## src/rtl/array_linked_list_engine_assert.svh

```systemverilog
// ---------------------------------------------------------------------------
// Assertion macros for the array linked list engine.
// Each macro expands to one labeled concurrent assertion with a reset guard.
// ---------------------------------------------------------------------------
`ifndef ARRAY_LINKED_LIST_ENGINE_ASSERT_SVH
`define ARRAY_LINKED_LIST_ENGINE_ASSERT_SVH

// Same-cycle implication.
`define ALLE_ASSERT_IMP(lbl, clk_s, rstn_s, ante, cons, msg) \
	lbl: assert property (@(posedge clk_s) disable iff (!rstn_s) (ante) |-> (cons)) \
		else $error(msg);

// Next-cycle implication.
`define ALLE_ASSERT_NXT(lbl, clk_s, rstn_s, ante, cons, msg) \
	lbl: assert property (@(posedge clk_s) disable iff (!rstn_s) (ante) |=> (cons)) \
		else $error(msg);

`endif

```

## src/rtl/alle_pkg.sv

```systemverilog
// ---------------------------------------------------------------------------
// alle_pkg
// Shared codes, widths and control bundles of the array linked list engine.
// ---------------------------------------------------------------------------
package alle_pkg;

	// Fixed field widths.
	localparam int VAL_W     = 8;
	localparam int OP_W      = 2;
	localparam int STAT_W    = 2;
	localparam int SLOTOUT_W = 4;
	localparam int CNTOUT_W  = 5;
	localparam int CAP_W     = 5;

	localparam logic [CAP_W-1:0] CAP_RESET = 5'd5;

	// Operation codes of an input item.
	localparam logic [OP_W-1:0] OP_APPEND = 2'd0;
	localparam logic [OP_W-1:0] OP_DELETE = 2'd1;
	localparam logic [OP_W-1:0] OP_MODIFY = 2'd2;
	localparam logic [OP_W-1:0] OP_UNUSED = 2'd3;

	// Result status codes.
	localparam logic [STAT_W-1:0] STAT_DONE    = 2'd0;
	localparam logic [STAT_W-1:0] STAT_FULL    = 2'd1;
	localparam logic [STAT_W-1:0] STAT_MISSING = 2'd2;

	// Update commands broadcast to the cell row.
	typedef enum logic [1:0] {
		CMD_NONE,
		CMD_APPEND,
		CMD_DELETE,
		CMD_MODIFY
	} cmd_kind_t;

	// Search token that travels down the cell row.
	typedef struct packed {
		logic             vld;
		logic             found;
		logic [VAL_W-1:0] key;
	} tok_ctl_t;

	// Update command for the cell row.
	typedef struct packed {
		cmd_kind_t        kind;
		logic [VAL_W-1:0] value;
	} cmd_ctl_t;

endpackage

```

## src/rtl/alle_cell.sv

```systemverilog
// ---------------------------------------------------------------------------
// alle_cell
// One list position: holds the slot number and value of the node at that
// position, checks the passing search token and shifts on delete.
// ---------------------------------------------------------------------------
module alle_cell #(
	parameter int N   = 16,
	parameter int IDX = 0
) (
	input  logic                        clk,
	input  logic                        arst_n,
	input  alle_pkg::tok_ctl_t          tok_in,
	input  logic [$clog2(N)-1:0]        tok_pos_in,
	input  logic [$clog2(N)-1:0]        tok_slot_in,
	output alle_pkg::tok_ctl_t          tok_out,
	output logic [$clog2(N)-1:0]        tok_pos_out,
	output logic [$clog2(N)-1:0]        tok_slot_out,
	input  alle_pkg::cmd_ctl_t          cmd,
	input  logic [$clog2(N)-1:0]        cmd_pos,
	input  logic [$clog2(N)-1:0]        cmd_slot,
	input  logic                        nxt_occ,
	input  logic [$clog2(N)-1:0]        nxt_slot,
	input  logic [alle_pkg::VAL_W-1:0]  nxt_val,
	output logic                        occ,
	output logic [$clog2(N)-1:0]        slot,
	output logic [alle_pkg::VAL_W-1:0]  val
);
	import alle_pkg::*;

	localparam int IW = $clog2(N);
	localparam logic [IW-1:0] MY_POS = IW'(IDX);

	logic          occ_q;
	logic [IW-1:0] slot_q;
	logic [VAL_W-1:0] val_q;
	logic          tok_vld_q;
	logic          tok_found_q;
	logic [VAL_W-1:0] tok_key_q;
	logic [IW-1:0] tok_pos_q;
	logic [IW-1:0] tok_slot_q;
	logic          hit;

	// This position matches when it holds a node with the key and no
	// earlier position has matched.
	assign hit = tok_in.vld && !tok_in.found && occ_q && (val_q == tok_in.key);

	// Token valid bit.
	always_ff @(posedge clk or negedge arst_n) begin
		if (!arst_n) begin
			tok_vld_q <= 1'b0;
		end else begin
			tok_vld_q <= tok_in.vld;
		end
	end

	// Token payload, marked with this position on a match.
	always_ff @(posedge clk) begin
		tok_key_q <= tok_in.key;
		if (hit) begin
			tok_found_q <= 1'b1;
			tok_pos_q   <= MY_POS;
			tok_slot_q  <= slot_q;
		end else begin
			tok_found_q <= tok_in.found;
			tok_pos_q   <= tok_pos_in;
			tok_slot_q  <= tok_slot_in;
		end
	end

	// Occupied flag.
	always_ff @(posedge clk or negedge arst_n) begin
		if (!arst_n) begin
			occ_q <= 1'b0;
		end else begin
			unique case (cmd.kind)
				CMD_APPEND: begin
					if (cmd_pos == MY_POS) occ_q <= 1'b1;
				end
				CMD_DELETE: begin
					if (MY_POS >= cmd_pos) occ_q <= nxt_occ;
				end
				CMD_MODIFY, CMD_NONE: begin
					occ_q <= occ_q;
				end
				default: begin
					occ_q <= occ_q;
				end
			endcase
		end
	end

	// Node contents; on delete every later position moves one place forward.
	always_ff @(posedge clk) begin
		unique case (cmd.kind)
			CMD_APPEND: begin
				if (cmd_pos == MY_POS) begin
					slot_q <= cmd_slot;
					val_q  <= cmd.value;
				end
			end
			CMD_DELETE: begin
				if (MY_POS >= cmd_pos) begin
					slot_q <= nxt_slot;
					val_q  <= nxt_val;
				end
			end
			CMD_MODIFY: begin
				if (cmd_pos == MY_POS) val_q <= cmd.value;
			end
			CMD_NONE: begin
				val_q <= val_q;
			end
			default: begin
				val_q <= val_q;
			end
		endcase
	end

	assign tok_out.vld   = tok_vld_q;
	assign tok_out.found = tok_found_q;
	assign tok_out.key   = tok_key_q;
	assign tok_pos_out   = tok_pos_q;
	assign tok_slot_out  = tok_slot_q;
	assign occ           = occ_q;
	assign slot          = slot_q;
	assign val           = val_q;

endmodule

```

## src/rtl/alle_ctrl.sv

```systemverilog
// ---------------------------------------------------------------------------
// alle_ctrl
// Sequencer of the engine: takes items, launches the search token, scans
// for the lowest free slot, applies the update and holds the result item.
// ---------------------------------------------------------------------------
`include "array_linked_list_engine_assert.svh"

module alle_ctrl #(
	parameter int N = 16
) (
	input  logic                           clk,
	input  logic                           arst_n,
	input  logic                           in_valid,
	output logic                           in_stall,
	input  logic [alle_pkg::OP_W-1:0]      opcode,
	input  logic [alle_pkg::VAL_W-1:0]     key_value,
	input  logic [alle_pkg::VAL_W-1:0]     new_value,
	output logic                           out_valid,
	input  logic                           out_stall,
	output logic [alle_pkg::STAT_W-1:0]    status,
	output logic [alle_pkg::SLOTOUT_W-1:0] slot_used,
	output logic [alle_pkg::CNTOUT_W-1:0]  entry_count,
	input  logic                           wr_en,
	input  logic [alle_pkg::CAP_W-1:0]     wr_data,
	output alle_pkg::tok_ctl_t             tok_start,
	input  alle_pkg::tok_ctl_t             tok_end,
	input  logic [$clog2(N)-1:0]           tok_end_pos,
	input  logic [$clog2(N)-1:0]           tok_end_slot,
	output alle_pkg::cmd_ctl_t             cmd,
	output logic [$clog2(N)-1:0]           cmd_pos,
	output logic [$clog2(N)-1:0]           cmd_slot
);
	import alle_pkg::*;

	localparam int IW = $clog2(N);
	localparam int CW = $clog2(N + 1);
	localparam int KW = (CW > CAP_W) ? CW : CAP_W;
	localparam logic [KW-1:0] LIM = KW'(N);
	localparam logic [CW-1:0] SCAN_END = CW'(N);

	localparam logic [1:0] S_IDLE   = 2'd0;
	localparam logic [1:0] S_WALK   = 2'd1;
	localparam logic [1:0] S_COMMIT = 2'd2;

	logic [1:0]       state_q;
	logic [OP_W-1:0]  op_q;
	logic [VAL_W-1:0] key_q;
	logic [VAL_W-1:0] new_q;
	logic             launch_q;
	logic [CW-1:0]    scan_q;
	logic             free_found_q;
	logic [IW-1:0]    free_slot_q;
	logic             found_q;
	logic [IW-1:0]    hit_pos_q;
	logic [IW-1:0]    hit_slot_q;
	logic [CW-1:0]    cnt_q;
	logic [N-1:0]     valid_q;
	logic [CAP_W-1:0] cap_q;
	logic             out_vld_q;
	logic [STAT_W-1:0]    status_q;
	logic [SLOTOUT_W-1:0] slot_q;
	logic [CNTOUT_W-1:0]  count_q;

	logic             accept;
	logic             commit;
	logic [KW-1:0]    cap_ext;
	logic [KW-1:0]    cap_eff;
	logic             cap_full;
	logic [STAT_W-1:0] res_status;
	logic [IW-1:0]    res_slot;
	logic [CW-1:0]    cnt_nxt;
	logic [31:0]      res_slot_wide;
	logic [31:0]      cnt_nxt_wide;

	assign accept   = in_valid && (state_q == S_IDLE);
	assign commit   = (state_q == S_COMMIT) && (!out_vld_q || !out_stall);
	assign in_stall = (state_q != S_IDLE);

	// Effective capacity is clipped to the store size.
	assign cap_ext  = KW'(cap_q);
	assign cap_eff  = (cap_ext > LIM) ? LIM : cap_ext;
	assign cap_full = KW'(cnt_q) >= cap_eff;

	// Result and update command of the item in hand.
	always_comb begin
		res_status = STAT_DONE;
		res_slot   = '0;
		cnt_nxt    = cnt_q;
		cmd.kind   = CMD_NONE;
		cmd.value  = key_q;
		cmd_pos    = hit_pos_q;
		cmd_slot   = free_slot_q;
		unique case (op_q)
			OP_APPEND: begin
				if (cap_full || !free_found_q) begin
					res_status = STAT_FULL;
				end else begin
					res_slot = free_slot_q;
					cnt_nxt  = cnt_q + 1'b1;
					cmd.kind = commit ? CMD_APPEND : CMD_NONE;
					cmd_pos  = cnt_q[IW-1:0];
				end
			end
			OP_DELETE: begin
				if (!found_q) begin
					res_status = STAT_MISSING;
				end else begin
					res_slot = hit_slot_q;
					cnt_nxt  = cnt_q - 1'b1;
					cmd.kind = commit ? CMD_DELETE : CMD_NONE;
				end
			end
			OP_MODIFY: begin
				if (!found_q) begin
					res_status = STAT_MISSING;
				end else begin
					res_slot  = hit_slot_q;
					cmd.kind  = commit ? CMD_MODIFY : CMD_NONE;
					cmd.value = new_q;
				end
			end
			OP_UNUSED: begin
				res_status = STAT_DONE;
			end
			default: begin
				res_status = STAT_DONE;
			end
		endcase
	end

	assign res_slot_wide = 32'(res_slot);
	assign cnt_nxt_wide  = 32'(cnt_nxt);

	// Control state, bookkeeping and output valid.
	always_ff @(posedge clk or negedge arst_n) begin
		if (!arst_n) begin
			state_q      <= S_IDLE;
			launch_q     <= 1'b0;
			scan_q       <= '0;
			free_found_q <= 1'b0;
			cnt_q        <= '0;
			valid_q      <= '0;
			cap_q        <= CAP_RESET;
			out_vld_q    <= 1'b0;
		end else begin
			launch_q <= accept;
			if (wr_en) cap_q <= wr_data;
			if (commit) begin
				out_vld_q <= 1'b1;
			end else if (out_vld_q && !out_stall) begin
				out_vld_q <= 1'b0;
			end
			unique case (state_q)
				S_IDLE: begin
					if (accept) begin
						state_q      <= S_WALK;
						scan_q       <= '0;
						free_found_q <= 1'b0;
					end
				end
				S_WALK: begin
					// Lowest free slot, one slot per cycle.
					if (!free_found_q && (scan_q != SCAN_END)) begin
						if (!valid_q[scan_q[IW-1:0]]) begin
							free_found_q <= 1'b1;
						end
						scan_q <= scan_q + 1'b1;
					end
					if (tok_end.vld) state_q <= S_COMMIT;
				end
				S_COMMIT: begin
					if (commit) begin
						state_q   <= S_IDLE;
						cnt_q     <= cnt_nxt;
						if (cmd.kind == CMD_APPEND) valid_q[free_slot_q] <= 1'b1;
						if (cmd.kind == CMD_DELETE) valid_q[hit_slot_q] <= 1'b0;
					end
				end
				default: begin
					state_q <= S_IDLE;
				end
			endcase
		end
	end

	// Item payload, search result and result item fields.
	always_ff @(posedge clk) begin
		if (accept) begin
			op_q  <= opcode;
			key_q <= key_value;
			new_q <= new_value;
		end
		if ((state_q == S_WALK) && !free_found_q && (scan_q != SCAN_END)) begin
			free_slot_q <= scan_q[IW-1:0];
		end
		if ((state_q == S_WALK) && tok_end.vld) begin
			found_q    <= tok_end.found;
			hit_pos_q  <= tok_end_pos;
			hit_slot_q <= tok_end_slot;
		end
		if (commit) begin
			status_q <= res_status;
			slot_q   <= res_slot_wide[SLOTOUT_W-1:0];
			count_q  <= cnt_nxt_wide[CNTOUT_W-1:0];
		end
	end

	assign tok_start.vld   = launch_q;
	assign tok_start.found = 1'b0;
	assign tok_start.key   = key_q;

	assign out_valid   = out_vld_q;
	assign status      = status_q;
	assign slot_used   = slot_q;
	assign entry_count = count_q;

	// Checks on the sequencer.
	`ALLE_ASSERT_IMP(a_cnt_bound, clk, arst_n, 1'b1, KW'(cnt_q) <= LIM, "count above store size")
	`ALLE_ASSERT_IMP(a_map_pop, clk, arst_n, 1'b1, $countones(valid_q) == int'(cnt_q), "slot map and count disagree")
	`ALLE_ASSERT_IMP(a_fail_slot, clk, arst_n, out_vld_q && (status_q != STAT_DONE), slot_q == '0, "failed item reports a slot")
	`ALLE_ASSERT_IMP(a_tok_walk, clk, arst_n, tok_end.vld, state_q == S_WALK, "token arrived outside a walk")
	`ALLE_ASSERT_NXT(a_commit_out, clk, arst_n, commit, (state_q == S_IDLE) && out_vld_q, "commit without result item")

endmodule

```

## src/rtl/array_linked_list_engine.sv

```systemverilog
// ---------------------------------------------------------------------------
// array_linked_list_engine
// Singly linked list of byte values in a fixed slot store: append, delete
// by key and modify by key, with a configurable capacity.
// ---------------------------------------------------------------------------
// The list is held in list order in a row of MAX_SLOTS cells, each holding
// one node's slot number and value. Every operation sends a search token
// down the row, one cell per cycle, while the sequencer scans the slot map
// for the lowest free slot; the update is then applied to all cells at once
// (a delete shifts later nodes forward). No new item is taken until the
// token has passed through the whole cell row and the item has committed. A
// finished result item waits in the output register; it does not block
// acceptance of the next item, but that item cannot finish until the
// waiting result has been taken, so output stalls add to the item time.
// Writes to the capacity register are taken in any cycle and are used by
// the next item to finish; make them while no item is in flight.
// ---------------------------------------------------------------------------
module array_linked_list_engine #(
	parameter int MAX_SLOTS = 16
) (
	input  logic                           clk,
	input  logic                           arst_n,
	input  logic                           in_valid,
	output logic                           in_stall,
	input  logic [alle_pkg::OP_W-1:0]      opcode,
	input  logic [alle_pkg::VAL_W-1:0]     key_value,
	input  logic [alle_pkg::VAL_W-1:0]     new_value,
	output logic                           out_valid,
	input  logic                           out_stall,
	output logic [alle_pkg::STAT_W-1:0]    status,
	output logic [alle_pkg::SLOTOUT_W-1:0] slot_used,
	output logic [alle_pkg::CNTOUT_W-1:0]  entry_count,
	input  logic                           wr_en,
	input  logic [alle_pkg::CAP_W-1:0]     wr_data
);
	import alle_pkg::*;

	localparam int IW = $clog2(MAX_SLOTS);

	tok_ctl_t         tok_c      [0:MAX_SLOTS];
	logic [IW-1:0]    tok_pos_c  [0:MAX_SLOTS];
	logic [IW-1:0]    tok_slot_c [0:MAX_SLOTS];
	logic             occ_c      [0:MAX_SLOTS];
	logic [IW-1:0]    slot_c     [0:MAX_SLOTS];
	logic [VAL_W-1:0] val_c      [0:MAX_SLOTS];
	cmd_ctl_t         cmd;
	logic [IW-1:0]    cmd_pos;
	logic [IW-1:0]    cmd_slot;

	// Sequencer.
	alle_ctrl #(
		.N(MAX_SLOTS)
	) u_ctrl (
		.clk         (clk),
		.arst_n      (arst_n),
		.in_valid    (in_valid),
		.in_stall    (in_stall),
		.opcode      (opcode),
		.key_value   (key_value),
		.new_value   (new_value),
		.out_valid   (out_valid),
		.out_stall   (out_stall),
		.status      (status),
		.slot_used   (slot_used),
		.entry_count (entry_count),
		.wr_en       (wr_en),
		.wr_data     (wr_data),
		.tok_start   (tok_c[0]),
		.tok_end     (tok_c[MAX_SLOTS]),
		.tok_end_pos (tok_pos_c[MAX_SLOTS]),
		.tok_end_slot(tok_slot_c[MAX_SLOTS]),
		.cmd         (cmd),
		.cmd_pos     (cmd_pos),
		.cmd_slot    (cmd_slot)
	);

	// The token enters the row with no match recorded.
	assign tok_pos_c[0]  = '0;
	assign tok_slot_c[0] = '0;

	// Past the last cell the list is empty.
	assign occ_c[MAX_SLOTS]  = 1'b0;
	assign slot_c[MAX_SLOTS] = '0;
	assign val_c[MAX_SLOTS]  = '0;

	// Row of list cells.
	for (genvar i = 0; i < MAX_SLOTS; i++) begin : g_row
		alle_cell #(
			.N  (MAX_SLOTS),
			.IDX(i)
		) u_cell (
			.clk         (clk),
			.arst_n      (arst_n),
			.tok_in      (tok_c[i]),
			.tok_pos_in  (tok_pos_c[i]),
			.tok_slot_in (tok_slot_c[i]),
			.tok_out     (tok_c[i+1]),
			.tok_pos_out (tok_pos_c[i+1]),
			.tok_slot_out(tok_slot_c[i+1]),
			.cmd         (cmd),
			.cmd_pos     (cmd_pos),
			.cmd_slot    (cmd_slot),
			.nxt_occ     (occ_c[i+1]),
			.nxt_slot    (slot_c[i+1]),
			.nxt_val     (val_c[i+1]),
			.occ         (occ_c[i]),
			.slot        (slot_c[i]),
			.val         (val_c[i])
		);
	end

endmodule

```

## config.mk

```make
export PLATFORM = sky130hd
export DESIGN_NAME = array_linked_list_engine
export DESIGN_NICKNAME = d
export VERILOG_FILES = /design/src/rtl/alle_pkg.sv /design/src/rtl/alle_cell.sv /design/src/rtl/alle_ctrl.sv /design/src/rtl/array_linked_list_engine.sv
export VERILOG_INCLUDE_DIRS = /design/src /design/src/rtl
export SDC_FILE = /design/constraint.sdc
export NUM_CORES = 1
export LEC_CHECK = 0
export ABC_AREA = 0
export BUFFER_PORTS_ARGS = -buffer_cell sky130_fd_sc_hd__buf_4
export CORE_AREA = 2 2 152 265
export DETAILED_ROUTE_END_ITERATION = 12
export DIE_AREA = 0 0 154 267
export PLACE_DENSITY = 0.7
export SKIP_CTS_REPAIR_TIMING = 1
export SLEW_MARGIN = 20
export SYNTH_ARGS = -nofsm -noshare
export SYNTH_HDL_FRONTEND = slang
export SYNTH_SLANG_ARGS = --single-unit
```

## constraint.sdc

```tcl
create_clock -name clk -period 5.2 [get_ports clk]
set_input_delay 1.04 -clock clk [delete_from_list [all_inputs] [get_ports clk]]
set_output_delay 1.04 -clock clk [all_outputs]
set_load 0.01 [all_outputs]
```

# Word level (Yosys, flattened, before mapping)
# Cells that the tools add are included.
[totals] reg_bits=551 input_bits=28 out_inout_bits=13 word_cells=611
[classes] n_addsub=3 order_cmp=23 eq_ne=93 n_mux=204 n_bitwise=5 reduce_logical=139
[op_table] op="two-way mux 8 bit" count=33
[op_table] op="one-hot mux 8 bit (2 select lines)" count=16
[op_table] op="two-way mux 4 bit" count=51
[op_table] op="AND reduction 3 bit" count=50
[op_table] op="one-hot mux 4 bit (2 select lines)" count=17
[op_table] op="equality test 8 bit" count=16
[op_table] op="inequality test 2 x 1 -> 1 bit (second input constant)" count=52
[op_table] op="two-way mux 16 bit" count=4
[op_table] op="logical AND 1 bit" count=56
[op_table] op="two-way mux 1 bit" count=44
[op_table] op="one-hot mux 1 bit (2 select lines)" count=17
[op_table] op="equality test 4 bit (second input constant)" count=8
[op_table] op="greater-or-equal comparator 4 bit (first input constant)" count=8
[op_table] op="two-way mux 5 bit" count=5
[op_table] op="one-hot mux 5 bit (2 select lines)" count=2
[op_table] op="zero test 1 bit" count=18
[op_table] op="one-hot mux 2 bit (3 select lines)" count=3
[op_table] op="AND 16 bit" count=1
[op_table] op="equality test 4 x 3 -> 1 bit (second input constant)" count=4
[op_table] op="greater-or-equal comparator 3 x 4 -> 1 bit (first input constant)" count=4
[op_table] op="two-way mux 2 bit" count=8
[op_table] op="NOT 16 bit" count=1
[op_table] op="bitwise OR 16 bit" count=1
[op_table] op="< comparator 4 x 5 -> 1 bit (second input constant)" count=3
[op_table] op="24 further kinds" count=45

# Logic depth before layout (Yosys ltp)
# Gate-level depths: netlist of run 1.
[depth] ltp_word=12 mapped_depth=18

# Cells and area by module
# A second synthesis of run 1 with hierarchy kept.
[hier_totals] hier_cells=1722 area_unflattened_um2=23641.4
[by_module_without_submodules] mod="alle_ctrl" n_inst=1 cells_per_inst=343 area_per_inst_um2=3963.8 seq_area_each_um2=2164.6
[by_module_without_submodules] mod="alle_cell at g_row[2].u_cell ..." n_inst=2 cells_per_inst=87 area_per_inst_um2=1238.7 seq_area_each_um2=750.7
[by_module_without_submodules] mod="alle_cell at g_row[13].u_cell" n_inst=1 cells_per_inst=86 area_per_inst_um2=1242.4 seq_area_each_um2=750.7
[by_module_without_submodules] mod="alle_cell at g_row[4].u_cell" n_inst=1 cells_per_inst=88 area_per_inst_um2=1242.4 seq_area_each_um2=750.7
[by_module_without_submodules] mod="alle_cell at g_row[10].u_cell" n_inst=1 cells_per_inst=87 area_per_inst_um2=1241.2 seq_area_each_um2=750.7
[by_module_without_submodules] mod="alle_cell at g_row[5].u_cell" n_inst=1 cells_per_inst=86 area_per_inst_um2=1237.4 seq_area_each_um2=750.7
[by_module_without_submodules] mod="alle_cell at g_row[9].u_cell" n_inst=1 cells_per_inst=88 area_per_inst_um2=1237.4 seq_area_each_um2=750.7
[by_module_without_submodules] mod="alle_cell at g_row[12].u_cell" n_inst=1 cells_per_inst=86 area_per_inst_um2=1231.2 seq_area_each_um2=750.7
[by_module_without_submodules] mod="alle_cell at g_row[14].u_cell" n_inst=1 cells_per_inst=85 area_per_inst_um2=1229.9 seq_area_each_um2=750.7
[by_module_without_submodules] mod="alle_cell at g_row[1].u_cell" n_inst=1 cells_per_inst=87 area_per_inst_um2=1227.4 seq_area_each_um2=750.7
[by_module_without_submodules] mod="alle_cell at g_row[11].u_cell" n_inst=1 cells_per_inst=84 area_per_inst_um2=1226.2 seq_area_each_um2=750.7
[by_module_without_submodules] mod="alle_cell at g_row[8].u_cell" n_inst=1 cells_per_inst=87 area_per_inst_um2=1226.2 seq_area_each_um2=750.7
[by_module_without_submodules] mod="alle_cell at g_row[7].u_cell" n_inst=1 cells_per_inst=86 area_per_inst_um2=1221.2 seq_area_each_um2=750.7
[by_module_without_submodules] mod="alle_cell at g_row[0].u_cell" n_inst=1 cells_per_inst=86 area_per_inst_um2=1218.7 seq_area_each_um2=750.7
[by_module_without_submodules] mod="3 more rows"

# Least setup slack after synthesis of run 1
# OpenSTA, ideal clock, no wires.
[synth_timing] path_kind="reg-to-reg" from="reg u_ctrl.cap_q[2], in the netlist u_ctrl.cap_ext[2]" to="reg g_row[11].u_cell.val_q[0] (enable)" setup_time_ns=0.388 t_arrival_ns=3.705 slack_ns=1.107 path_stages_with_launch=15 path_cell_list="dfstp_2 nand2_1 ha_1 a21oi_1 o21a_1 o21ai_2 a211oi_4 inv_2 buf_6 buf_2 ha_1 clkbuf_1 clkbuf_1 clkbuf_1 a221oi_1"
[synth_between] elab_chain_len=10 elab_cells_between_ends=19
[synth_lines] element="from (decl)" line="alle_ctrl.sv:58" source="logic [CAP_W-1:0] cap_q;"
[synth_lines] element="from (signal assigned)" line="alle_ctrl.sv:147" source="if (wr_en) cap_q <= wr_data;"
[synth_lines] element="greater-than comparator 5 bit" line="alle_ctrl.sv:81" source="assign cap_eff = (cap_ext > LIM) ? LIM : cap_ext;"
[synth_lines] element="two-way mux 5 bit (*)" line="alle_ctrl.sv:81"
[synth_lines] element="greater-or-equal comparator 5 bit (*)" line="alle_ctrl.sv:82" source="assign cap_full = KW'(cnt_q) >= cap_eff;"
[synth_lines] element="logical OR 1 bit (*)" line="alle_ctrl.sv:95" source="if (cap_full || !free_found_q) begin"
[synth_lines] element="two-way mux 2 bit" line="alle_ctrl.sv:95"
[synth_lines] element="one-hot mux 2 bit (3 select lines)" line="alle_ctrl.sv:93" source="unique case (op_q)"
[synth_lines] element="equality test 2 x 1 -> 1 bit / equality test 2 bit (equally long branches)" line="alle_cell.sv:94" source="unique case (cmd.kind)"
[synth_lines] element="OR reduction 2 bit (no source line)"
[synth_lines] element="inequality test 2 x 1 -> 1 bit (no source line)"
[synth_lines] element="AND reduction 3 bit (no source line) (*)"
[synth_lines] element="to (signal assigned)" line="alle_cell.sv:98" source="val_q <= cmd.value;"
[synth_lines] element="to (signal assigned)" line="alle_cell.sv:104" source="val_q <= nxt_val;"
[synth_lines] element="to (signal assigned)" line="alle_cell.sv:108" source="if (cmd_pos == MY_POS) val_q <= cmd.value;"
[synth_lines] element="to (decl)" line="alle_cell.sv:35" source="logic [VAL_W-1:0] val_q;"
# Every way passes the cells marked *; elsewhere a longest branch is shown, timed or not.
# A chain may end at the register's enable or synchronous reset.

# Worst setup path in the final report of run 1
[layout_timing] from="reg u_ctrl.cnt_q[0]" to="reg g_row[3].u_cell.val_q[4] (enable)"
[layout_between] elab_chain_len=8 elab_cells_between_ends=17
[layout_lines] element="from (decl)" line="alle_ctrl.sv:56" source="logic [CW-1:0] cnt_q;"
[layout_lines] element="from (signal assigned)" line="alle_ctrl.sv:174" source="cnt_q <= cnt_nxt;"
[layout_lines] element="greater-or-equal comparator 5 bit" line="alle_ctrl.sv:82"
[layout_lines] element="logical OR 1 bit" line="alle_ctrl.sv:95"
[layout_lines] element="two-way mux 2 bit" line="alle_ctrl.sv:95"
[layout_lines] element="one-hot mux 2 bit (3 select lines)" line="alle_ctrl.sv:93"
[layout_lines] element="equality test 2 x 1 -> 1 bit / equality test 2 bit (equally long branches)" line="alle_cell.sv:94"
[layout_lines] element="OR reduction 2 bit (no source line)"
[layout_lines] element="inequality test 2 x 1 -> 1 bit (no source line)"
[layout_lines] element="AND reduction 3 bit (no source line) (*)"
[layout_lines] element="to (signal assigned)" line="alle_cell.sv:98"
[layout_lines] element="to (signal assigned)" line="alle_cell.sv:104"
[layout_lines] element="to (signal assigned)" line="alle_cell.sv:108"
[layout_lines] element="to (decl)" line="alle_cell.sv:35"
# Marks and branches as above.

==> impl_metrics.toml, run 1 <==
[status]
status = "finished clean"

[die]
dieArea_sq_mm = 0.04112
placementRows = 96
start_util_pct = 54.17
coreArea_sq_mm = 0.03904
io_pins = 41
die_y_um = 267
die_w_um = 154

[synthesis]
async_flop_share_pct = 12.34
postSynthCellCount = 1699
syn_area_per_cell_sq_um = 12.45
ys_types = 76
synth_enable_flop_cells = 234
synth-seq-cells = 551
syn_area_sq_mm = 0.02115
ys_seq_area_share_pct = 64.86
syn_nets = 1745
yosysWarnings = 0
synthFlopType = "dfxtp_1"

[setup_path]
start_kind = "flip-flop"
slowest_delay_ps = 760
crit_slowest_cell = "a21oi_1"
regToRegSetupSlack_ps = 920
cp_max_fo = 31
critPathRequiredTime_ps = 5400
crit_type = "flip-flop to flip-flop"
path_cells = "inv_1 -> ha_1 -> nor2b_1 -> o21a_1 -> o21ai_2 -> a211oi_4 -> buf_4 -> inv_4 -> buf_4 -> ha_1 -> o221ai_1 -> nand2_1 -> a21oi_1"
critPathArrivalTime_ps = 4480
critPathCaptureType = "flip-flop"

[sta]
drv_slew = 0
hold_viol = 0
relSlewSlack_pct = 24.55
skew_ps = 28.35
post-route-min-period_ps = 4279
tns_ps = 0
setup_violations = 0
worstMarginPinSlew_ps = 1129
rsz0062_at_grt = "no"
holdWs_ps = 359.2
period_share_pct = 82.28
fmax_mhz = 233.7
setup_ws_ps = 921.2

[cells_and_area]
final_area_sq_mm = 0.02359
antenna_cells = 0
area_growth_pct = 11.56
finish.utilization_pct = 60.43
layout_common_cells = "249 x dfxtp_1, 234 x edfxtp_1, 226 x nand2_1"
layout.nets = 1793
drive_above_1_share_pct = 13.28
layout_commonest_cell = "dfxtp_1"
stdcell_count = 2275

[clock_network]
clkTransAtPathRegs_ps = 70
cts_tree = "yes"
cts_inserted_buffers = 47
clk_latency_ps = 580
clockBufferDepth = 3
htreeDepth = 2
root_buffer = "clkbuf_16"
clock-sinks = 551

[route]
drc_errors = 0
drt-initial-drc-count = 1083
avgRoutedWirePerCell_um = 22.43
detail_route.first_pass.iterations = 7
antenna_left = 0
wl_um = 51030
via_per_inst = 5.844
vias = 13300

[power_and_ir_drop]
p_leak_nw = 9.660
power.total_mw = 9.104
p_per_area_mw_per_mm2 = 385.9
vdd_drop_max_mv = 0.2985

[placed_design]
dp.cells = 2188
gp_congestion = 0.9338
port_buffers = 40
place_ws_ps = 937.7
hpwl_um = 37060
post_dp_cell_area_sq_mm = 0.02197

[global_routing]
antenna_found_initial = 0
grt_pass1_wl_um = 79650
grt_remaining_overflow = 0
grt_pass1_vias = 14090
grt_usage_pct = 25.21
grt_max_degree = 105

[flow_run]
maxCapViolations = 0

[worst_hold_path]
hp-class = "flip-flop to flip-flop"
==> critical path: cells and delay by family, from the launching register on <==
family | cells | cell delay (ps)
compound gates | 5 | 1750
buf+inv | 4 | 730
fa+ha+maj | 2 | 620
flops | 1 | 550
simple gates | 2 | 240
==> Yosys cell counts (all sizes together) (16+ instances only) <==
master	n	share of area [%]
buf	23	0.78
mux2	53	2.8
dfxtp	249	24
clkbuf	50	0.89
and2	25	0.74
nand2	226	4.0
inv	31	0.55
xor2	16	0.66
nand4	31	0.92
xnor2	115	4.8
dfrtp	66	7.8
nor2b	18	0.53
nor3	28	0.66
nor2	47	0.83
a21oi	64	1.7
ha	18	1.1
a211oi	16	0.63
nand2b	60	1.8
nand3	31	0.73
a21o	125	4.4
edfxtp	234	33
==> state kept, by name, summed over array words and instances (netlist names), 5 cells and up <==
signal and flops:
g_row.u_cell.tok_pos_out 49, u_ctrl.cnt_q 5, g_row.u_cell.tok_found_q 16, g_row.u_cell.tok_key_q 120, u_ctrl.entry_count 5, g_row.u_cell.occ 16
g_row.u_cell.slot 64, u_ctrl.new_q 8, u_ctrl.valid_q 16, g_row.u_cell.tok_slot_out 64, g_row.u_cell.val 128, u_ctrl.key_q 8
u_ctrl.cap_ext 5, u_ctrl.scan_q 5, g_row.u_cell.tok_vld_q 16
==> final cells by class <==
type | instances | area, sq um
Tap cell | 490 | 613.1
Clock inverter | 26 | 319.1
Sequential cell | 551 | 13720
Inverter | 31 | 118.9
Fill cell | 3035 | 15450
Timing Repair Buffer | 72 | 544.3
Multi-Input combinational cell | 1044 | 6989
Clock buffer | 61 | 1289
==> final timing paths <==
| kind | from | endpoint | cells past startpoint |
|---|---|---|---|
| worst min register to register | g_row[9].u_cell.tok_key_q[0] | g_row[10].u_cell.tok_key_q[0] | 0 |
| worst min-delay path | g_row[9].u_cell.tok_key_q[0] | g_row[10].u_cell.tok_key_q[0] | 0 |
| worst max register to register | u_ctrl.cnt_q[0] | g_row[3].u_cell.val[4] | 13 |
| worst max-delay path | u_ctrl.cnt_q[0] | g_row[3].u_cell.val[4] | 13 |
| max in group asynchronous | arst_n | g_row[14].u_cell.tok_vld_q | 1 |
| min in group asynchronous | arst_n | u_ctrl.state_q[0] | 1 |
==> kinds of logic (layout without fill, tap and decap cells) <==
kind of cell	Yosys count	after routing	share of synthesized area, %
AND/OR/NAND/NOR	522	522	12.10
buffers and inverters	104	190	2.213
AO/OA/AOI/OAI	306	306	10.55
adder cells (fa/ha/maj)	18	18	1.065
multiplexers	67	67	3.781
XOR/XNOR	131	131	5.426
flip-flops	551	551	64.86
==> layer usage <==
layer | GRT usage (%) | share of wire (%) | vias up
li1 | - | - | 6122
met1 | 26.83 | 35 | 6585
met2 | 48.31 | 55 | 441
met3 | 3.264 | 4.3 | 147
met4 | 12.68 | 5.3 | 0
met5 | 0 | 0 | -
==> report_power, final <==
| group | leakage, nW | total (mW) | internal, mW | switching [mW] |
|---|---|---|---|---|
| logic | 3.84 | 0.570 | 0.213 | 0.358 |
| registers | 5.04 | 4.85 | 4.67 | 0.181 |
| clock network | 0.787 | 3.69 | 2.11 | 1.58 |
Power figures use the tool's default switching activity.
==> run 2: changes to the inputs <==
ABC_AREA = 1   (was 0)
CORE_AREA = 2 2 151 264   (was 2 2 152 265)
DIE_AREA = 0 0 153 266   (was 0 0 154 267)
clock period = 4.2 ns   (was 5.2 ns; I/O delays follow)
==> impl_metrics.toml, run 2 <==
[sta]
drv_slew = 0
setup_ws_ps = 539.2
fmax_mhz = 273.2
skew_ps = 25.83
tns_ps = 0
holdWs_ps = 359.7
hold_viol = 0
period_share_pct = 87.16
post-route-min-period_ps = 3661
worstMarginPinSlew_ps = 992.3
setup_violations = 0
relSlewSlack_pct = 33.78
rsz0062_at_grt = "no"

[clock_network]
clockBufferDepth = 3
clk_latency_ps = 580
cts_tree = "yes"
clkTransAtPathRegs_ps = 70
root_buffer = "clkbuf_16"
clock-sinks = 551
htreeDepth = 2
cts_inserted_buffers = 48

[setup_path]
reg2reg_depth = 16
cpLargestDelayFamily = "simple AND/OR/NAND/NOR gates"
crit_slowest_cell = "dfstp_2"
path_cells = "inv_1 -> a41oi_1 -> inv_1 -> nand2_1 -> ha_1 -> nand2_1 -> nand2_1 -> nand2_2 -> nand4_4 -> nand2_1 -> nand2_2 -> nor2_2 -> nand2_1 -> o21ai_0 -> nand2_1 -> inv_1"
critical_path_buf_inv_count = 3
critPathArrivalTime_ps = 3900
cp_max_fo = 8
cpMostUsedCell = "nand2_1"
critPathRequiredTime_ps = 4440
start_kind = "flip-flop"
critPathCaptureType = "flip-flop"
crit_type = "flip-flop to flip-flop"
slowest_delay_ps = 520
cp_num_cells = 16
r2r-end = "g_row[6].u_cell.val[7]"
r2r_start = "u_ctrl.cap_ext[0]"
regToRegSetupSlack_ps = 540

[cells_and_area]
area_growth_pct = 11.81
finish.utilization_pct = 60.30
layout_commonest_cell = "nand2_1"
antenna_cells = 0
fill_cells = 3255
largest_reg_flops = 128
drive_above_1_share_pct = 12.96
layout_common_cells = "412 x nand2_1, 255 x inv_1, 249 x dfxtp_1"
layout.nets = 2135
multiInputGateArea_sq_mm = 0.005949
register_area_sq_mm = 0.01372

[synthesis]
synth_top_cell_area_share_pct = 33.58
syn_area_per_cell_sq_um = 10.33
syn_nets = 2071
synth-seq-cells = 551
synthAdderAreaFrac_pct = 1.076
synthSimpleGateAreaFrac_pct = 16.27
ys_seq_area_share_pct = 65.55
synth_compound_area_share_pct = 7.828
ys_types = 49
yosys.area.top_type = "edfxtp_1"
synth_mux_area_share_pct = 0.1615
postSynthCellCount = 2025
syn_area_sq_mm = 0.02092
synth_top_family_by_area = "simple AND/OR/NAND/NOR gates"
async_flop_share_pct = 12.34
synth_most_common_cell = "nand2_1"
synth_xor_area_share_pct = 3.056
synth_enable_flop_cells = 234
synthFlopType = "dfxtp_1"
ys_top_cells_by_count = "412 x nand2_1, 256 x inv_1, 249 x dfxtp_1, 234 x edfxtp_1, 179 x o21ai_0"
synthTopCellsByArea = "edfxtp_1 34%, dfxtp_1 24%, dfrtp_1 7.9%, nand2_1 7.4%, inv_1 4.6%"
yosysWarnings = 0

[power_and_ir_drop]
p_per_area_mw_per_mm2 = 429.6
power.total_mw = 10.05
vdd_drop_max_mv = 0.3467
p_leak_nw = 10.27

[die]
placementRows = 96
die_y_um = 266
dieArea_sq_mm = 0.04070
coreArea_sq_mm = 0.03880
start_util_pct = 53.93
die_w_um = 153
io_pins = 41

[worst_hold_path]
hp-class = "flip-flop to flip-flop"
hp-start = "g_row[13].u_cell.tok_key_q[0]"
hold-path-cell-count = 0
min_to = "g_row[14].u_cell.tok_key_q[0]"

[route]
via_per_inst = 5.402
antenna_left = 0
vias = 14150
avgRoutedWirePerCell_um = 19.61
drc_errors = 0
wl_um = 51370
detail_route.first_pass.iterations = 8
drt-initial-drc-count = 880

[placed_design]
gp_congestion = 0.9905
hpwl_um = 37600
place_ws_ps = 542.1
port_buffers = 40

[global_routing]
grt_remaining_overflow = 0
grt_max_degree = 79
grt_usage_pct = 25.50
grt_pass1_vias = 14800
grt_pass1_wl_um = 79950
antenna_found_initial = 0

[status]
status = "finished clean"

[flow_run]
maxCapViolations = 0
[run 2: changes by cell type in the layout (fill, tap and decap cells not counted), sizes merged, moves of 72 or more]
cell   delta
inv     +237
nand2   +214
o21ai   +183
a21o    -125
xnor2    -85
nor2     +72
[run 2: cell families (layout without fill, tap and decap cells)]
group | Yosys count | count (layout)
compound gates | 299 | 299
simple gates | 754 | 754
fa+ha+maj | 18 | 18
buf+inv | 327 | 431
mux | 3 | 3
xor+xnor | 73 | 73
flops | 551 | 551
[run 2: report_power, final]
group / switching (mW) / leakage [nW] / internal, mW / total (mW)
registers: 0.00187 / 4.63 / 5.55 / 5.55
clock network: 1.95 / 0.784 / 2.45 / 4.41
logic: 0.0596 / 4.85 / 0.0335 / 0.0931
[run 2: final cells by class]
cell class                      count  share of cell area (%)
Timing Repair Buffer               69                   2.214
Multi-Input combinational cell   1147                   25.43
Inverter                          272                   4.364
Sequential cell                   551                   58.63
Clock inverter                     24                  0.7969
Tap cell                          490                   2.621
Clock buffer                       66                   5.947
[run 2: routing by layer]
| layer | vias to the layer above | routed length (um) | track usage [%] |
|---|---|---|---|
| li1 | 6708 | - | - |
| met1 | 6891 | 18220 | 26.56 |
| met2 | 387 | 28400 | 49.47 |
| met3 | 161 | 1953 | 2.977 |
| met4 | 0 | 2795 | 13.49 |
| met5 | - | 0 | 0 |
[run 2: worst max-delay path by stage]
stage | startpoint | to | slack, ps
after detailed placement | u_ctrl.cap_ext[0] | g_row[8].u_cell.val[1] | 540
after floorplan | u_ctrl.cap_ext[0] | g_row[14].u_cell.val[0] | 370
after global routing | u_ctrl.cap_ext[0] | g_row[5].u_cell.slot[3] | 230
after global placement | u_ctrl.cap_ext[0] | g_row[8].u_cell.val[1] | 640
after CTS | u_ctrl.cap_ext[0] | g_row[8].u_cell.val[6] | 550
final | u_ctrl.cap_ext[0] | g_row[6].u_cell.val[7] | 540
[run 2: per-stage QoR]
step / cell area (sq um) / cells
2_1_floorplan: 20920 / 2025
5_1_grt: 23390 / 2619
3_5_place_dp: 21810 / 2529
3_3_place_gp: 21810 / 2529
4_1_cts: 23390 / 2619
6_report: 23390 / 2619
==> run 3: changes to the inputs <==
CORE_AREA = 2 2 148 259   (was 2 2 151 264)
DIE_AREA = 0 0 150 261   (was 0 0 153 266)
PLACE_DENSITY = 0.73   (was 0.7)
==> impl_metrics.toml, run 3 (synthesis results as in run 2) <==
[power_and_ir_drop]
p_int_mw = 8.138
clockPowerShare_pct = 44.6
power.total_mw = 10.18
combPwrFrac_pct = 0.9
switchingPower_mw = 2.039
p_per_area_mw_per_mm2 = 434.7
p_sw_share_pct = 20.03
power_frac_seq_pct = 54.6
vdd_drop_max_mv = 0.3479
p_leak_nw = 10.28

[sta]
setup_violations = 0
fmax_mhz = 275.9
rsz0062_at_grt = "no"
holdWs_ps = 362.3
worstMarginPinSlew_ps = 974.8
tns_ps = 0
period_share_pct = 86.31
relSlewSlack_pct = 35.01
drv_slew = 0
skew_ps = 24.03
post-route-min-period_ps = 3625
hold_viol = 0

[global_routing]
grt_pass1_wl_um = 79270
antenna_found_initial = 0
grt_use_met2_pct = 50.55
grt_usage_pct = 26.60
busiest_layer = "met2"
met3_usage_pct = 2.875
grt_remaining_overflow = 0
grt_max_degree = 79
grt_pass1_vias = 14910
met1_usage_pct = 28.21

[placed_design]
hpwl_um = 37120
gp_congestion = 0.9507
port_buffers = 40
dp.cells = 2517

[flow_run]
maxCapViolations = 0

[route]
via_per_inst = 5.491
avgRoutedWirePerCell_um = 19.58
wl_um = 50990
vias = 14300
drt-initial-drc-count = 969
detail_route.first_pass.iterations = 7
drc_errors = 0
antenna_left = 0

[die]
die_w_um = 150
io_pins = 41
dieArea_sq_mm = 0.03915
placementRows = 94
die_y_um = 261
start_util_pct = 56.30
coreArea_sq_mm = 0.03717

[cells_and_area]
layout.nets = 2132
area_growth_pct = 11.88
layout_common_cells = "412 x nand2_1, 255 x inv_1, 249 x dfxtp_1"
finish.utilization_pct = 62.99
stdcell_count = 2605
antenna_cells = 0
drive_above_1_share_pct = 12.85
layout_commonest_cell = "nand2_1"
largest_reg_flops = 128

[clock_network]
cts_inserted_buffers = 47
cts_tree = "yes"
clockBufferDepth = 3
clk_latency_ps = 580
htreeDepth = 2
clock-sinks = 551
root_buffer = "clkbuf_16"
clkTransAtPathRegs_ps = 70

[status]
status = "finished clean"

[setup_path]
regToRegSetupSlack_ps = 570
critPathArrivalTime_ps = 3830
critPathRequiredTime_ps = 4400
crit_type = "flip-flop to flip-flop"
start_kind = "flip-flop"
critPathCaptureType = "flip-flop"
cp_max_fo = 11

[worst_hold_path]
hp-class = "flip-flop to flip-flop"
run 3: routing by layer:
metal | up-vias | part of all wire [%]
met5 | - | 0
met4 | 0 | 5.8
met3 | 173 | 4.6
met2 | 500 | 55
met1 | 6917 | 35
li1 | 6713 | -
run 3: area by class of cell:
| cell class | instances | area [sq um] |
|---|---|---|
| inverter | 272 | 1021 |
| sequential | 551 | 13720 |
| fill | 2999 | 13760 |
| tap | 480 | 600.6 |
| timing repair buffer | 67 | 503.0 |
| clock buffer | 64 | 1365 |
| multi-input combinational | 1147 | 5949 |
| clock inverter | 24 | 255.2 |
run 3: path summary, 6_finish.rpt:
| check | startpoint | to | cells after the start |
|---|---|---|---|
| worst max-delay path | u_ctrl.cap_ext[0] | g_row[1].u_cell.val[0] | 16 |
| worst min-delay path | g_row[5].u_cell.tok_key_q[1] | g_row[6].u_cell.tok_key_q[1] | 0 |
| worst max register to register | u_ctrl.cap_ext[0] | g_row[1].u_cell.val[0] | 16 |
| worst min register to register | g_row[5].u_cell.tok_key_q[1] | g_row[6].u_cell.tok_key_q[1] | 0 |
| max in group asynchronous | arst_n | g_row[10].u_cell.tok_vld_q | 1 |
| min in group asynchronous | arst_n | g_row[14].u_cell.tok_vld_q | 1 |
run 3: critical path, cell delays in order, from the launching register on:
cell,delay (ps)
dfstp_2,510
inv_1,60
a41oi_1,240
inv_1,80
nand2_1,70
ha_1,240
nand2_1,80
nand2_1,60
nand2_2,90
nand2_1,70
nor2_2,440
nand3_1,160
nand2_2,260
nand2_2,120
nor2_1,100
o21ai_1,70
nor2_1,600
run 3: power by group through the flow:
| stage | Sequential, mW | Combinational [mW] | Clock [mW] |
|---|---|---|---|
| 2_1_floorplan | 5.67 | 0.0466 | 0 |
| 3_3_place_gp | 5.67 | 0.0876 | 0 |
| 3_5_place_dp | 5.67 | 0.0885 | 0 |
| 4_1_cts | 5.55 | 0.0892 | 4.59 |
| 5_1_grt | 5.55 | 0.0995 | 4.78 |
| 6_report | 5.55 | 0.0883 | 4.54 |
run 3: through the flow:
stage | cell area [sq um] | setup slack (ps)
6_report | 23410 | 574.9
5_1_grt | 23410 | 294.4
4_1_cts | 23410 | 601.8
3_5_place_dp | 21790 | 602.1
3_3_place_gp | 21790 | 671.3
2_1_floorplan | 20920 | 367.6
